### config.mk
export PLATFORM = sky130hd
export DESIGN_NAME = bpms_pdep
export DESIGN_NICKNAME = d
export VERILOG_FILES = /design/src/hdl/bpms_pkg.sv /design/src/hdl/bpms_pdep.sv
export SDC_FILE = /design/constraint.sdc
export NUM_CORES = 2
export LEC_CHECK = 0
export BUFFER_PORTS_ARGS = -buffer_cell sky130_fd_sc_hd__buf_2
export CAP_MARGIN = 20
export CORE_MARGIN = 4
export CORE_UTILIZATION = 55
export CTS_CLUSTER_DIAMETER = 50
export DETAILED_ROUTE_END_ITERATION = 8
export PLACE_DENSITY = 0.75
export REMOVE_ABC_BUFFERS = 1
export SLEW_MARGIN = 20
export SYNTH_ARGS = -nofsm -noshare
export SYNTH_HDL_FRONTEND = slang
export SYNTH_SLANG_ARGS = --single-unit
### constraint.sdc
create_clock -name clk -period 28.6 [get_ports clk]
set_clock_uncertainty 0.15 [all_clocks]
set_input_delay 2.86 -clock clk [delete_from_list [all_inputs] [get_ports clk]]
set_output_delay 2.86 -clock clk [all_outputs]
set_load 0.02 [all_outputs]
### src/hdl/bpms_pkg.sv
package bpms_pkg;

  localparam int unsigned XLEN = 64;
  localparam int unsigned HALF = 32;
  localparam int unsigned IDXW = $clog2(XLEN);

  typedef enum logic [1:0] {
    OP_PDEP = 2'd0,
    OP_MULX = 2'd1,
    OP_SHRX = 2'd2
  } op_t;

  typedef struct packed {
    logic vld;
    op_t  op;
    logic wide;
  } ctrl_t;

endpackage

### src/hdl/bpms_pdep.sv
module bpms_pdep (
  input  logic                      clk,
  input  logic [bpms_pkg::XLEN-1:0] dep_mask,
  input  logic [bpms_pkg::XLEN-1:0] dep_src,
  output logic [bpms_pkg::XLEN-1:0] dep_result
);
  import bpms_pkg::*;

  logic [IDXW-1:0] idx_nxt [XLEN];
  logic [IDXW-1:0] idx_r   [XLEN];
  logic [XLEN-1:0] mask_r;
  logic [XLEN-1:0] src_r;

  // Each set mask bit takes the source bit whose index is the number of set mask bits below it.
  always_comb begin
    for (int pos = 0; pos < XLEN; pos++) begin
      idx_nxt[pos] = IDXW'($countones(dep_mask &
                     (({{(XLEN-1){1'b0}}, 1'b1} << pos) - {{(XLEN-1){1'b0}}, 1'b1})));
    end
  end

  always_ff @(posedge clk) begin
    idx_r  <= idx_nxt;
    mask_r <= dep_mask;
    src_r  <= dep_src;
  end

  always_comb begin
    for (int pos = 0; pos < XLEN; pos++) begin
      dep_result[pos] = mask_r[pos] & src_r[idx_r[pos]];
    end
  end

endmodule

==> metrics <==
DP Wirelength 99.8 mm; most frequent cells in the layout 902 x mux4_2, 410 x dfxtp_1, 387 x inv_1; vias 39,852; die area 0.0954 mm^2; flops & latches, synth 474; 1st-pass router iterations 9; Final Cycle Share 0.403; Synth cell types between 40 and 50; initial core utilization 0.554; GP Congestion 0.949; critical path buffer and inverter count 11; required time worst endpoint just under 30 ns; Hold/Removal Path Class in -> reg; Final #Nets 4,296; wire length per cell about 37 um; CTS H-Tree Depth 3; largest net degree at the start of global routing 65; I/O Buffers ~190; Final ANT Viol Nets 0; Max clock buf depth 3; Synth area leader mux4_2; DRC 0; unrepaired setup endpoints after global routing no; CP top delay family adder cells; layout cell share with drive strength beyond 1 0.380; Worst EP arrival 11.89 ns; relative slew slack 0.128; Final Setup Violations 0; CTS Buf Count 74; fin crit period 11.51 ns; Top FF cell, synth dfxtp_1; clock root buffer clkbuf_16; Fin. Hold Viols 0; clock sinks 474; worst-path fanout max 13; Area contributors post-synth mux4_2 41%, dfxtp_1 19%, fa_1 8.0%; Setup TNS Final 0 ns; first-pass GRT wire length 270 mm; worst slew pin tran between 1 and 1.5 ns; Starting DRT DRC Count 7,034; Slew Viols, Final 0; Tot GR Track Use 0.387; EDFF count, synth 0; Fmax achieved about 0.087 GHz; Routed WL 184 mm; cell mode on critical path inv_1; instance count of the mapped netlist 3,966; Top Ports 193; Seq/Total Area, Yosys 0.191; clock slew at reported path FFs 0.06 ns; fraction of registers with async set or reset after synthesis 0; GRT overflow 0; vias in the first global route 40,888; Setup CP Type in -> reg; Worst Setup Start Kind primary input; outcome finished, final reports clean; core footprint 0.0899 mm^2; CTS tree yes; standard-cell rows 110; slowest CP cell ha_1; cts repair resizes 0; Die Y-Extent 309 um; max incr delay on CP 0.69 ns; Max Cap Viol 0; Ys Warns 0; antenna violations before repair 12; area delta synth->final 6.72%; drt via density 8.01; mapped cell area 0.0498 mm^2; post-CTS setup buffer count 0; die width 309 um; mean post-synth cell area 12.6 um^2; commonest non-fill, non-tap cell in the layout mux4_2; post-synth top area share 0.408; Worst setup EP type flip-flop; # hold bufs at CTS 0
## synth_stat cells, types with 71 or more instances
| master | instances |
|---|---|
| dfxtp_1 | 474 |
| inv_1 | 387 |
| fa_1 | 198 |
| buf_1 | 71 |
| mux2i_1 | 145 |
| mux4_2 | 902 |
| a21oi_1 | 106 |
| clkbuf_1 | 422 |
| buf_2 | 89 |
| o21ai_0 | 76 |
| xnor2_1 | 110 |
| ha_1 | 241 |
| nand2_1 | 83 |
## per-stage QoR
stage | utilization | setup WS [ns] | hold WS [ns] | cell area (um^2) | std cells
finish | 0.591 | 17.09 | 2.14 | 53100 | 4976
global route | 0.591 | 16.73 | 2.13 | 53100 | 4966
CTS | 0.591 | 17.18 | 2.13 | 53100 | 4961
detailed placement | 0.563 | 16.57 | 2.81 | 50600 | 4827
global placement | 0.563 | 16.73 | 2.81 | 50600 | 4827
floorplan | - | 17.15 | 2.74 | 47400 | 3380
## per-layer routing
metal / vias to the layer above / routed length [um] / part of all wire / global-route usage
met5: - / 201 / 0.0011 / 0.0153
met4: 12 / 17400 / 0.094 / 0.269
met3: 1421 / 33700 / 0.18 / 0.181
met2: 4489 / 77300 / 0.42 / 0.558
met1: 19278 / 55400 / 0.30 / 0.462
li1: 14652 / - / - / -
## final timing paths
path / from / endpoint / slack, ns / cells after the start
max: dep_mask[1] / idx_r[5]$_DFF_P_ / 17.09 / 31
min: dep_src[44] / src_r[44]$_DFF_P_ / 2.14 / 1
## cell families (layout without fill, tap and decap cells)
| kind of cell | after synthesis | count (layout) | synth area share |
|---|---|---|---|
| simple gates | 366 | 366 | 0.0403 |
| xor+xnor | 181 | 181 | 0.0324 |
| mux | 1145 | 1145 | 0.469 |
| other cells | 0 | 14 | 0 |
| buf+inv | 974 | 794 | 0.0763 |
| fa+ha+maj | 441 | 441 | 0.141 |
| flops | 474 | 474 | 0.191 |
| compound gates | 385 | 385 | 0.0504 |
## registers in the layout, indices dropped and copies added (netlist names)
name / count
idx_r: 346
src_r: 64
mask_r: 64
## area by class of cell
cell class / count / area, um^2
Antenna cell: 14 / 35.0
Sequential cell: 474 / 9570
Clock buffer: 88 / 2000
Multi-Input combinational cell: 2518 / 36500
Inverter: 388 / 1460
Tap cell: 1176 / 1470
Clock inverter: 46 / 529
Fill cell: 6839 / 36700
Timing Repair Buffer: 272 / 1560
Power is not shown: default switching activity piles up to over one toggle a cycle in this logic, so the estimate is an artifact.
